`config.mk`:
```
export PLATFORM = sky130hd
export DESIGN_NAME = nnm_controller
export DESIGN_NICKNAME = d
export VERILOG_FILES = /design/src/hw/rtl/nnm_pkg.sv /design/src/hw/rtl/nnm_controller.sv
export SDC_FILE = /design/constraint.sdc
export NUM_CORES = 1
export LEC_CHECK = 0
export BUFFER_PORTS_ARGS = -buffer_cell sky130_fd_sc_hd__buf_2
export CORE_AREA = 4 4 41 43
export CTS_BUF_LIST = sky130_fd_sc_hd__clkbuf_8
export DETAILED_ROUTE_END_ITERATION = 16
export DIE_AREA = 0 0 45 47
export MAX_ROUTING_LAYER = met4
export PLACE_DENSITY = 0.44
export SYNTH_ARGS = -nofsm -noshare
export SYNTH_HDL_FRONTEND = slang
export SYNTH_SLANG_ARGS = --single-unit
```
`constraint.sdc`:
```
create_clock -name clk -period 1.9 [get_ports clk]
set_clock_uncertainty 0.2 [all_clocks]
set_input_delay 0.285 -clock clk [delete_from_list [all_inputs] [get_ports clk]]
set_output_delay 0.285 -clock clk [all_outputs]
set_load 0.01 [all_outputs]
```
`src/hw/rtl/nnm_pkg.sv`:
```
package nnm_pkg;

    // Field widths of the item and result beats and of the robot count
    localparam int INDEX_BITS = 9;
    localparam int COORD_FIELD_BITS = 10;
    localparam int DIST_BITS = 21;
    localparam int COUNT_BITS = 9;

    // Operation codes
    localparam logic [1:0] OP_LOAD_RELAY = 2'd0;
    localparam logic [1:0] OP_LOAD_MOBILE = 2'd1;
    localparam logic [1:0] OP_QUERY = 2'd2;

    typedef struct packed {
        logic [1:0]                  operation;
        logic [INDEX_BITS-1:0]       node_index;
        logic [COORD_FIELD_BITS-1:0] coord_x;
        logic [COORD_FIELD_BITS-1:0] coord_y;
        logic [INDEX_BITS-1:0]       first_endpoint;
        logic [INDEX_BITS-1:0]       second_endpoint;
    } nnm_item_t;

    typedef struct packed {
        logic [INDEX_BITS-1:0] nearest_relay;
        logic [DIST_BITS-1:0]  best_distance;
        logic                  found;
    } nnm_result_t;

    typedef enum logic [2:0] {
        ST_IDLE,
        ST_READ_A,
        ST_READ_B,
        ST_MIDPOINT,
        ST_SCAN,
        ST_DRAIN,
        ST_FINISH
    } nnm_state_t;

    // Controller to datapath
    typedef struct packed {
        logic take;         // item beat accepted this cycle
        logic read_second;  // address mobile table with second endpoint
        logic capture_a;    // latch first endpoint coordinates
        logic capture_mid;  // latch midpoint, arm scan
        logic issue;        // read next relay entry
        logic load_result;  // move best match into output register
    } nnm_cmd_t;

    // Datapath to controller
    typedef struct packed {
        logic item_is_query;
        logic limit_zero;
        logic last_issue;
        logic pipe_busy;
    } nnm_status_t;

endpackage

```
`src/hw/rtl/nnm_controller.sv`:
```
module nnm_controller (
    input  logic                  clk,
    input  logic                  rst_n,
    input  logic                  item_valid,
    output logic                  item_ready,
    output logic                  result_valid,
    input  logic                  result_ready,
    input  nnm_pkg::nnm_status_t  status,
    output nnm_pkg::nnm_cmd_t     cmd
);

    nnm_pkg::nnm_state_t state_reg, state_next;
    logic result_valid_reg, result_valid_next;

    always_ff @(posedge clk or negedge rst_n)
    begin
        if (!rst_n)
        begin
            state_reg <= nnm_pkg::ST_IDLE;
            result_valid_reg <= 1'b0;
        end
        else
        begin
            state_reg <= state_next;
            result_valid_reg <= result_valid_next;
        end
    end

    always_comb
    begin
        state_next = state_reg;
        cmd = '0;
        case (state_reg)
            nnm_pkg::ST_IDLE:
            begin
                cmd.take = item_valid;
                if (status.item_is_query)
                begin
                    state_next = nnm_pkg::ST_READ_A;
                end
            end
            nnm_pkg::ST_READ_A:
            begin
                state_next = nnm_pkg::ST_READ_B;
            end
            nnm_pkg::ST_READ_B:
            begin
                cmd.read_second = 1'b1;
                cmd.capture_a = 1'b1;
                state_next = nnm_pkg::ST_MIDPOINT;
            end
            nnm_pkg::ST_MIDPOINT:
            begin
                cmd.capture_mid = 1'b1;
                state_next = nnm_pkg::ST_SCAN;
            end
            nnm_pkg::ST_SCAN:
            begin
                if (status.limit_zero)
                begin
                    state_next = nnm_pkg::ST_FINISH;
                end
                else
                begin
                    cmd.issue = 1'b1;
                    if (status.last_issue)
                    begin
                        state_next = nnm_pkg::ST_DRAIN;
                    end
                end
            end
            nnm_pkg::ST_DRAIN:
            begin
                if (!status.pipe_busy)
                begin
                    state_next = nnm_pkg::ST_FINISH;
                end
            end
            nnm_pkg::ST_FINISH:
            begin
                if (!result_valid_reg || result_ready)
                begin
                    cmd.load_result = 1'b1;
                    state_next = nnm_pkg::ST_IDLE;
                end
            end
            default:
            begin
                state_next = nnm_pkg::ST_IDLE;
            end
        endcase
    end

    always_comb
    begin
        if (cmd.load_result)
        begin
            result_valid_next = 1'b1;
        end
        else if (result_ready)
        begin
            result_valid_next = 1'b0;
        end
        else
        begin
            result_valid_next = result_valid_reg;
        end
    end

    assign item_ready = (state_reg == nnm_pkg::ST_IDLE);
    assign result_valid = result_valid_reg;

    // Never overwrite a result beat that is still waiting
    a_no_overwrite: assert property (@(posedge clk) disable iff (!rst_n)
        cmd.load_result |-> (!result_valid_reg || result_ready))
        else $error("result register overwritten before delivery");

    // Leave the drain only once the compare pipeline is empty
    a_drain_empty: assert property (@(posedge clk) disable iff (!rst_n)
        state_reg == nnm_pkg::ST_DRAIN && state_next == nnm_pkg::ST_FINISH
        |-> !status.pipe_busy)
        else $error("result taken with scan still in flight");

endmodule

```
==> results of run 1 <==
==> final cells by class <==
| class | instances | area (sq um) |
|---|---|---|
| Fill cell | 147 | 897 |
| Multi-Input combinational cell | 25 | 159 |
| Sequential cell | 4 | 100 |
| Timing Repair Buffer | 16 | 85.1 |
| Clock buffer | 3 | 41.3 |
| Tap cell | 15 | 18.8 |
==> cell families after synthesis <==
logic type,Yosys count,share of synthesized area (%)
AOI/OAI and AO/OA,9,23.0
buffers and inverters,5,14.8
DFF,4,32.9
and+or+nand+nor,16,29.2
==> power groups by stage <==
stage               Combinational [mW]  Clock, mW  Sequential [mW]
floorplan                        0.318          0            0.145
global placement                 0.285          0            0.210
detailed placement               0.284          0            0.208
CTS                              0.288      0.178            0.208
global route                     0.317      0.186            0.219
finish                           0.283      0.173            0.208
==> per-layer routing <==
layer	track usage (%)	share of wire (%)	wire length, microns	up-vias
met5	-	0	0	-
met2	9.04	43	286	12
met4	3.51	1.8	12	0
met1	10.8	46	308	131
li1	-	-	-	146
met3	4.60	9.0	60	2
==> metrics by stage <==
step / setup slack (ns) / cell area (sq um) / hold slack [ns] / utilization (%)
3_5_place_dp: 0.397 / 353 / -0.104 / 27.1
2_1_floorplan: 0.282 / 304 / -0.211 / -
6_report: 0.174 / 404 / 0.151 / 31.1
3_3_place_gp: 0.372 / 353 / -0.103 / 27.1
5_1_grt: 0.0229 / 404 / 0.164 / 31.1
4_1_cts: 0.158 / 404 / 0.151 / 31.1
==> final timing paths <==
| path | startpoint | to | slack (ns) | cells after the start |
|---|---|---|---|---|
| setup / recovery | state_reg[1]$_DFFE_PN0P_ | cmd[3] | 0.17 | 2 |
| hold / removal | status[0] | state_reg[0]$_DFFE_PN0P_ | 0.15 | 3 |
| setup reg to reg | state_reg[0]$_DFFE_PN0P_ | state_reg[1]$_DFFE_PN0P_ | 0.40 | 3 |
| hold reg to reg | result_valid$_DFFE_PN0P_ | result_valid$_DFFE_PN0P_ | 0.35 | 2 |
| max in group asynchronous | rst_n | result_valid$_DFFE_PN0P_ | 1.17 | 2 |
| min in group asynchronous | rst_n | state_reg[0]$_DFFE_PN0P_ | 0.21 | 2 |
==> worst max-delay path, stage by stage (launching register included) <==
cell and delay [ns]:
dfrtp_1 0.49, nor3b_1 0.34, buf_2 0.20
==> synth_stat cells <==
| master | number | area share, % |
|---|---|---|
| dfrtp_1 | 4 | 33 |
| nor2_1 | 4 | 4.9 |
| buf_4 | 3 | 7.4 |
| buf_6 | 2 | 7.4 |
| nand2_1 | 2 | 2.5 |
| nand2b_1 | 2 | 4.1 |
| nor3_1 | 2 | 3.3 |
| o22ai_1 | 2 | 4.1 |
| a21o_2 | 1 | 2.9 |
| a21oi_1 | 1 | 1.6 |
| a31oi_1 | 1 | 2.1 |
| and2_1 | 1 | 2.1 |
| nand2_2 | 1 | 2.1 |
| nand3b_1 | 1 | 2.5 |
| nor2b_1 | 1 | 2.1 |
| nor3_2 | 1 | 3.3 |
| nor3b_1 | 1 | 2.5 |
| o21a_1 | 1 | 2.5 |
| o21ai_0 | 1 | 1.6 |
| o31a_1 | 1 | 2.9 |
| o32ai_2 | 1 | 5.4 |
==> impl_metrics.tcl, run 1 <==
set metrics [dict create \
    fp.dieArea_sq_um 2120 \
    netSwitchingPower_mw 0.260 \
    maxClockFrequency_mhz 579 \
    dp_cells 59 \
    port_buffers 15 \
    p_leak_nw 0.202 \
    ctsResizeCount 0 \
    grt_start_max_net_pins 12 \
    die_x_microns 45 \
    initial_antenna_violation_count 0 \
    worst_ep_arrival_time_ns 1.24 \
    clock_power_share_pct 26.1 \
    fin_crit_sh_pct 90.8 \
    power_mw 0.664 \
    synth.yosys.seq_area_share_pct 32.9 \
    crit_required_ns 1.41 \
    syn_area_sq_um 304 \
    yosysWarnings 0 \
    clock_sink_count 4 \
    post-route-min-period_ns 1.73 \
    rsz0062_at_grt "false" \
    wl_cell_microns 10.6 \
    worstMarginPinSlew_ns 0.328 \
    dp.final_hpwl_microns 521 \
    final.setup.tns_ns 0 \
    maxSlewViolCount 0 \
    slew_headroom_pct 78.1 \
    status "complete, no violations" \
    crit_path_max_fanout 10 \
    detail_route.iter0.violations 1 \
    detail_route.wirelength_microns 667 \
    start_util_pct 23.4 \
    ant_nets 0 \
    synthesis.area_per_instance_sq_um 8.94 \
    switching_share_pct 39.1 \
    detail_route.vias_per_cell 4.62 \
    worst_setup_hold_path_clk_slew_ns 0.03 \
    length_of_the_first_detailed_routing_pass_in_iterations 4 \
    groute.usage.overall_pct 7.93 \
    finalNonFillerCells 63 \
    cellPowerDensity_nw_per_um2 1640 \
    reg_power_share_pct 31.3 \
    p_int_mw 0.404 \
    area.growth.synth_to_final_pct 32.9 \
    report.final.setup_viol 0 \
    synth_seq_cells 4 \
    netlist_instances 34 \
    top_level_ports 16 \
    insertedDiodeCount 0 \
    first_global_vias 266 \
    startpoint_type "flip-flop" \
    mostFrequentLayoutCell "buf_2" \
    postCtsSetupBuffers 0 \
    report.final.hold_viol_count 0 \
    worstHoldPathType "in -> reg" \
    post_route_cells_drive_above_1_share_pct 45.8 \
    cts-htree-levels 1 \
    cts-hold-fix-buffers 1 \
    largest_register_ff_count 3 \
    routabilityCongestion 0.679 \
    number_of_nets_produced_by_synthesis 42 \
    grt-ovfl-total 0 \
    yosysUniqueCellTypes 21 \
    cts_inserted_buffers 3 \
    core_area_sq_um 1300 \
    via_count 291 \
    rows 13 \
    clk_path_buf_depth 2 \
    drv_cap 0 \
    dieHeight_microns 47 \
    mostFrequentLayoutCells "buf_2 (15), nor2_1 (4), dfrtp_1 (4)" \
    worst_setup_path_end_kind "output port" \
    path_class "reg -> out" \
    drt_drc_violations_left 0 \
    layout.nets 58 \
    grt_first_pass_wirelength_mm 1.11 \
    vdd_drop_max_mv 0.881 \
    clk_latency_ns 0.21 \
    p_comb_share_pct 42.6 \
    tritoncts "done" \
    cts-root-buf "clkbuf_8" \
]
No activity file was read; power rests on OpenSTA's default activity.
==> run 2, diff against run 1 <==
--- a/config.mk
+++ b/config.mk
@@ -12,6 +12,7 @@
 export DIE_AREA = 0 0 45 47
 export MAX_ROUTING_LAYER = met4
 export PLACE_DENSITY = 0.44
+export RECOVER_POWER = 25
 export SYNTH_ARGS = -nofsm -noshare
 export SYNTH_HDL_FRONTEND = slang
 export SYNTH_SLANG_ARGS = --single-unit
==> run 2 against run 1 <==
Against the previous run:
- final area is 0.31% lower
- critical path depth stayed put
- sequential cell count stayed put
- die area stayed put
==> impl_metrics.tcl, run 2 (synthesis results as in run 1) <==
set metrics [dict create \
    die_x_microns 45 \
    routabilityCongestion 0.679 \
    status "complete, no violations" \
    crit_path_max_fanout 10 \
    layout.nets 58 \
    initial_antenna_violation_count 0 \
    worst_setup_path_end_kind "output port" \
    drt_drc_violations_left 0 \
    crit_required_ns 1.41 \
    final_core_utilization_pct 31.0 \
    cts_inserted_buffers 3 \
    clock_sink_count 4 \
    grt_first_pass_wirelength_mm 1.11 \
    grt_start_max_net_pins 12 \
    grt-ovfl-total 0 \
    worst_setup_hold_path_clk_slew_ns 0.03 \
    start_util_pct 23.4 \
    mostFrequentLayoutCell "buf_2" \
    core_area_sq_um 1300 \
    fin_crit_sh_pct 90.8 \
    port_buffers 15 \
    detail_route.iter0.violations 1 \
    tritoncts "done" \
    ant_nets 0 \
    maxSlewViolCount 0 \
    area.growth.synth_to_final_pct 32.5 \
    rows 13 \
    finalNonFillerCells 63 \
    first_global_vias 266 \
    top_level_ports 16 \
    worstHoldPathType "in -> reg" \
    fp.dieArea_sq_um 2120 \
    cts-htree-levels 1 \
    detail_route.vias_per_cell 4.59 \
    mostFrequentLayoutCells "buf_2 (14), nor2_1 (4), dfrtp_1 (4)" \
    p_leak_nw 0.199 \
    via_count 289 \
    length_of_the_first_detailed_routing_pass_in_iterations 2 \
    worst_ep_arrival_time_ns 1.24 \
    dp_cells 59 \
    dieHeight_microns 47 \
    clk_path_buf_depth 2 \
    cts-root-buf "clkbuf_8" \
    post_route_cells_drive_above_1_share_pct 43.8 \
    largest_register_ff_count 3 \
    rsz0062_at_grt "false" \
    dp.final_hpwl_microns 521 \
    detail_route.wirelength_microns 659 \
    postCtsSetupBuffers 0 \
    maxClockFrequency_mhz 580 \
    slew_headroom_pct 78.2 \
    worst-r2r-setup-slack_ns 0.41 \
    wl_cell_microns 10.5 \
    cellPowerDensity_nw_per_um2 1640 \
    insertedDiodeCount 0 \
    path_class "reg -> out" \
    drv_cap 0 \
    startpoint_type "flip-flop" \
    vdd_drop_max_mv 0.881 \
    final.setup.tns_ns 0 \
    groute.usage.overall_pct 7.93 \
    clk_latency_ns 0.21 \
    post-route-min-period_ns 1.72 \
    worstMarginPinSlew_ns 0.327 \
    report.final.setup_viol 0 \
    report.final.hold_viol_count 0 \
]
==> run 2: what timing repair did <==
action | CTS | global route
gates resized for setup | 0 | 0
hold endpoints to repair | 4 | 0
hold buffers | 1 | 0
==> run 2: final timing paths <==
check	from	to	cells past startpoint
setup / recovery	state_reg[1]$_DFFE_PN0P_	cmd[3]	2
hold / removal	status[0]	state_reg[0]$_DFFE_PN0P_	3
setup reg to reg	state_reg[0]$_DFFE_PN0P_	state_reg[1]$_DFFE_PN0P_	3
hold reg to reg	result_valid$_DFFE_PN0P_	result_valid$_DFFE_PN0P_	2
max in group asynchronous	rst_n	result_valid$_DFFE_PN0P_	2
min in group asynchronous	rst_n	state_reg[0]$_DFFE_PN0P_	2
==> run 2: stage by stage <==
stage / power, mW / worst slack (ns) / hold slack [ns] / instance area (sq um)
floorplan: 0.463 / 0.282 / -0.211 / 304
global placement: 0.495 / 0.372 / -0.103 / 353
detailed placement: 0.493 / 0.397 / -0.104 / 353
CTS: 0.674 / 0.158 / 0.151 / 404
global route: 0.722 / 0.0229 / 0.164 / 403
finish: 0.662 / 0.176 / 0.152 / 403
==> run 2: area by class of cell <==
| cell class | count | area (sq um) |
|---|---|---|
| repair buffers | 16 | 83.8 |
| clock buffers | 3 | 41.3 |
| well taps | 15 | 18.8 |
| flip-flops and latches | 4 | 100 |
| multi-input cells | 25 | 159 |
| fillers | 148 | 898 |
==> run 2: metal layers <==
metal  GRT usage, %  part of all wire [%]  up-vias
li1               -                     -      145
met1           10.8                    46      130
met2           9.04                    43       12
met3           4.60                   9.1        2
met4           3.51                   1.8        0
met5              -                     0        -
==> run 2: critical path, stage by stage (launching register included) <==
cell,delay (ns)
dfrtp_1,0.49
nor3b_1,0.34
buf_2,0.20
==> run 2: report_power, final <==
part | total, mW | switching [mW] | internal, mW
registers | 0.207 | 0.0832 | 0.124
clock network | 0.174 | 0.0391 | 0.135
logic | 0.282 | 0.136 | 0.145
==> run 3, diff against run 2 <==
--- a/config.mk
+++ b/config.mk
@@ -5,13 +5,13 @@
 export SDC_FILE = /design/constraint.sdc
 export NUM_CORES = 1
 export LEC_CHECK = 0
-export BUFFER_PORTS_ARGS = -buffer_cell sky130_fd_sc_hd__buf_2
 export CORE_AREA = 4 4 41 43
 export CTS_BUF_LIST = sky130_fd_sc_hd__clkbuf_8
 export DETAILED_ROUTE_END_ITERATION = 16
 export DIE_AREA = 0 0 45 47
+export DONT_BUFFER_PORTS = 1
 export MAX_ROUTING_LAYER = met4
-export PLACE_DENSITY = 0.44
+export PLACE_DENSITY = 0.34
 export RECOVER_POWER = 25
 export SYNTH_ARGS = -nofsm -noshare
 export SYNTH_HDL_FRONTEND = slang
==> constraint.sdc (replaced) <==
create_clock -name clk -period 1.9 [get_ports clk]
set_clock_uncertainty 0.2 [all_clocks]
set_input_delay 0.475 -clock clk [delete_from_list [all_inputs] [get_ports clk]]
set_output_delay 0.475 -clock clk [all_outputs]
set_load 0.01 [all_outputs]
==> run 3 against run 2 <==
Against the previous run:
- final cell count fell by 21%
- sequential power rose by 8%
- first-iteration DRC count fell by 100%
==> impl_metrics.tcl, run 3 (synthesis results as in run 1) <==
set metrics [dict create \
    worstMarginPinSlew_ns 0.291 \
    slowest_delay_ns 0.48 \
    port_buffers 0 \
    dpl_cell_area_sq_um 293 \
    start_util_pct 23.4 \
    detail_route.vias_per_cell 4.96 \
    area.growth.synth_to_final_pct 18.1 \
    p_leak_nw 0.143 \
    crit_path_max_fanout 11 \
    nFillCells 141 \
    vdd_drop_max_mv 0.551 \
    cts_inserted_buffers 3 \
    postCtsSetupBuffers 0 \
    wl_cell_microns 13.7 \
    clock_sink_count 4 \
    top_level_ports 16 \
    worst_ep_arrival_time_ns 1.13 \
    mostFrequentLayoutCells "nor3_2 (3), nor2_1 (3), clkbuf_8 (3)" \
    rsz0062_at_grt "false" \
    report.final.setup_viol 0 \
    post_route_cells_drive_above_1_share_pct 40.0 \
    tritoncts "done" \
    hold_path_depth 2 \
    dieHeight_microns 47 \
    fp.dieArea_sq_um 2120 \
    dp_cells 46 \
    power_mw 0.660 \
    die_x_microns 45 \
    clk_path_buf_depth 2 \
    final_core_utilization_pct 27.6 \
    worst_setup_hold_path_clk_slew_ns 0.03 \
    reg2regPathDepth 4 \
    rows 13 \
    routabilityCongestion 0.673 \
    via_count 248 \
    worst_setup_path_end_kind "output port" \
    timing.critical_path.cells "nand3b_1 > nor2_2" \
    core_area_sq_um 1300 \
    insertedDiodeCount 0 \
    path_buf_inv 0 \
    post_route_design_area_sq_um 359 \
    timing.final.ws_setup_ns 0.0937 \
    report.final.hold_viol_count 0 \
    worst_path_max_delay_cell "dfrtp_2" \
    clk_latency_ns 0.21 \
    largest_register_ff_count 3 \
    cts-htree-levels 1 \
    groute.usage.overall_pct 8.01 \
    finalHoldWorstSlack_ns 0.234 \
    critical_path.reg2reg.startpoint "result_valid$_DFFE_PN0P_" \
    cellPowerDensity_nw_per_um2 1840 \
    post-route-min-period_ns 1.81 \
    initial_antenna_violation_count 0 \
    timing.hold.worst.start "status[0]" \
    drt_drc_violations_left 0 \
    grt_start_max_net_pins 12 \
    crit_family "flip-flops" \
    first_global_vias 260 \
    finalNonFillerCells 50 \
    final.setup.tns_ns 0 \
    path_class "reg -> out" \
    maxClockFrequency_mhz 554 \
    status "complete, no violations" \
    worstHoldPathType "in -> reg" \
    drv_cap 0 \
    layout.nets 45 \
    maxSlewViolCount 0 \
    place_ws_ns 0.223 \
    fin_crit_sh_pct 95.1 \
    slew_headroom_pct 80.5 \
    grt_first_pass_wirelength_mm 1.13 \
    rr_endpoint "state_reg[0]$_DFFE_PN0P_" \
    worst-r2r-setup-slack_ns 0.40 \
    detail_route.wirelength_microns 684 \
    grt-ovfl-total 0 \
    dp.final_hpwl_microns 539 \
    worst_case_hold_path_end_point "state_reg[0]$_DFFE_PN0P_" \
    startpoint_type "flip-flop" \
    detail_route.iter0.violations 0 \
    cts-root-buf "clkbuf_8" \
    length_of_the_first_detailed_routing_pass_in_iterations 1 \
    ant_nets 0 \
    crit_required_ns 1.22 \
]
run 3: changes by cell type in the layout (fill, tap and decap cells not counted), moves of 2 or more:
cell | previous run | this run
nor3_2 | 1 | 3
dfrtp_1 | 4 | 2
nor3_1 | 2 | 0
buf_4 | 0 | 2
dfrtp_2 | 0 | 2
buf_2 | 14 | 0
run 3: what timing repair did:
item                                   4_1_cts  5_1_grt
setup endpoints to repair                    1        3
endpoints found under the hold margin        4        0
pin swaps                                    0        0
hold buffers                                 1        0
gates resized for setup                      1        4
run 3: how the worst max path moves through the flow:
| stage | start | end | slack (ns) | cells after the start |
|---|---|---|---|---|
| 2_1_floorplan | state_reg[0]$_DFFE_PN0P_ | cmd[4] | 0.09 | 3 |
| 6_report | state_reg[0]$_DFFE_PN0P_ | cmd[0] | 0.09 | 2 |
| 3_3_place_gp | state_reg[1]$_DFFE_PN0P_ | cmd[1] | 0.24 | 2 |
| 4_1_cts | state_reg[0]$_DFFE_PN0P_ | cmd[5] | 0.01 | 2 |
| 5_1_grt | state_reg[1]$_DFFE_PN0P_ | cmd[1] | 0.02 | 2 |
| 3_5_place_dp | state_reg[1]$_DFFE_PN0P_ | cmd[1] | 0.22 | 2 |
run 3: final cells by class:
type,instances,area [sq um],area share [%]
Multi-Input combinational cell,25,171,47.7
Tap cell,15,18.8,5.23
Sequential cell,4,103,28.6
Clock buffer,3,41.3,11.5
Timing Repair Buffer,3,25.0,6.97
run 3: metal layers:
layer	global-route usage, %	vias to the layer above	wire (microns)
met5	-	-	0
met4	8.77	0	19
met3	2.30	2	58
met2	9.60	10	287
met1	9.82	116	317
li1	-	120	-
run 3: power breakdown:
part	internal [mW]	switching [mW]
clock	0.135	0.0392
combinational	0.133	0.129
sequential	0.128	0.0961
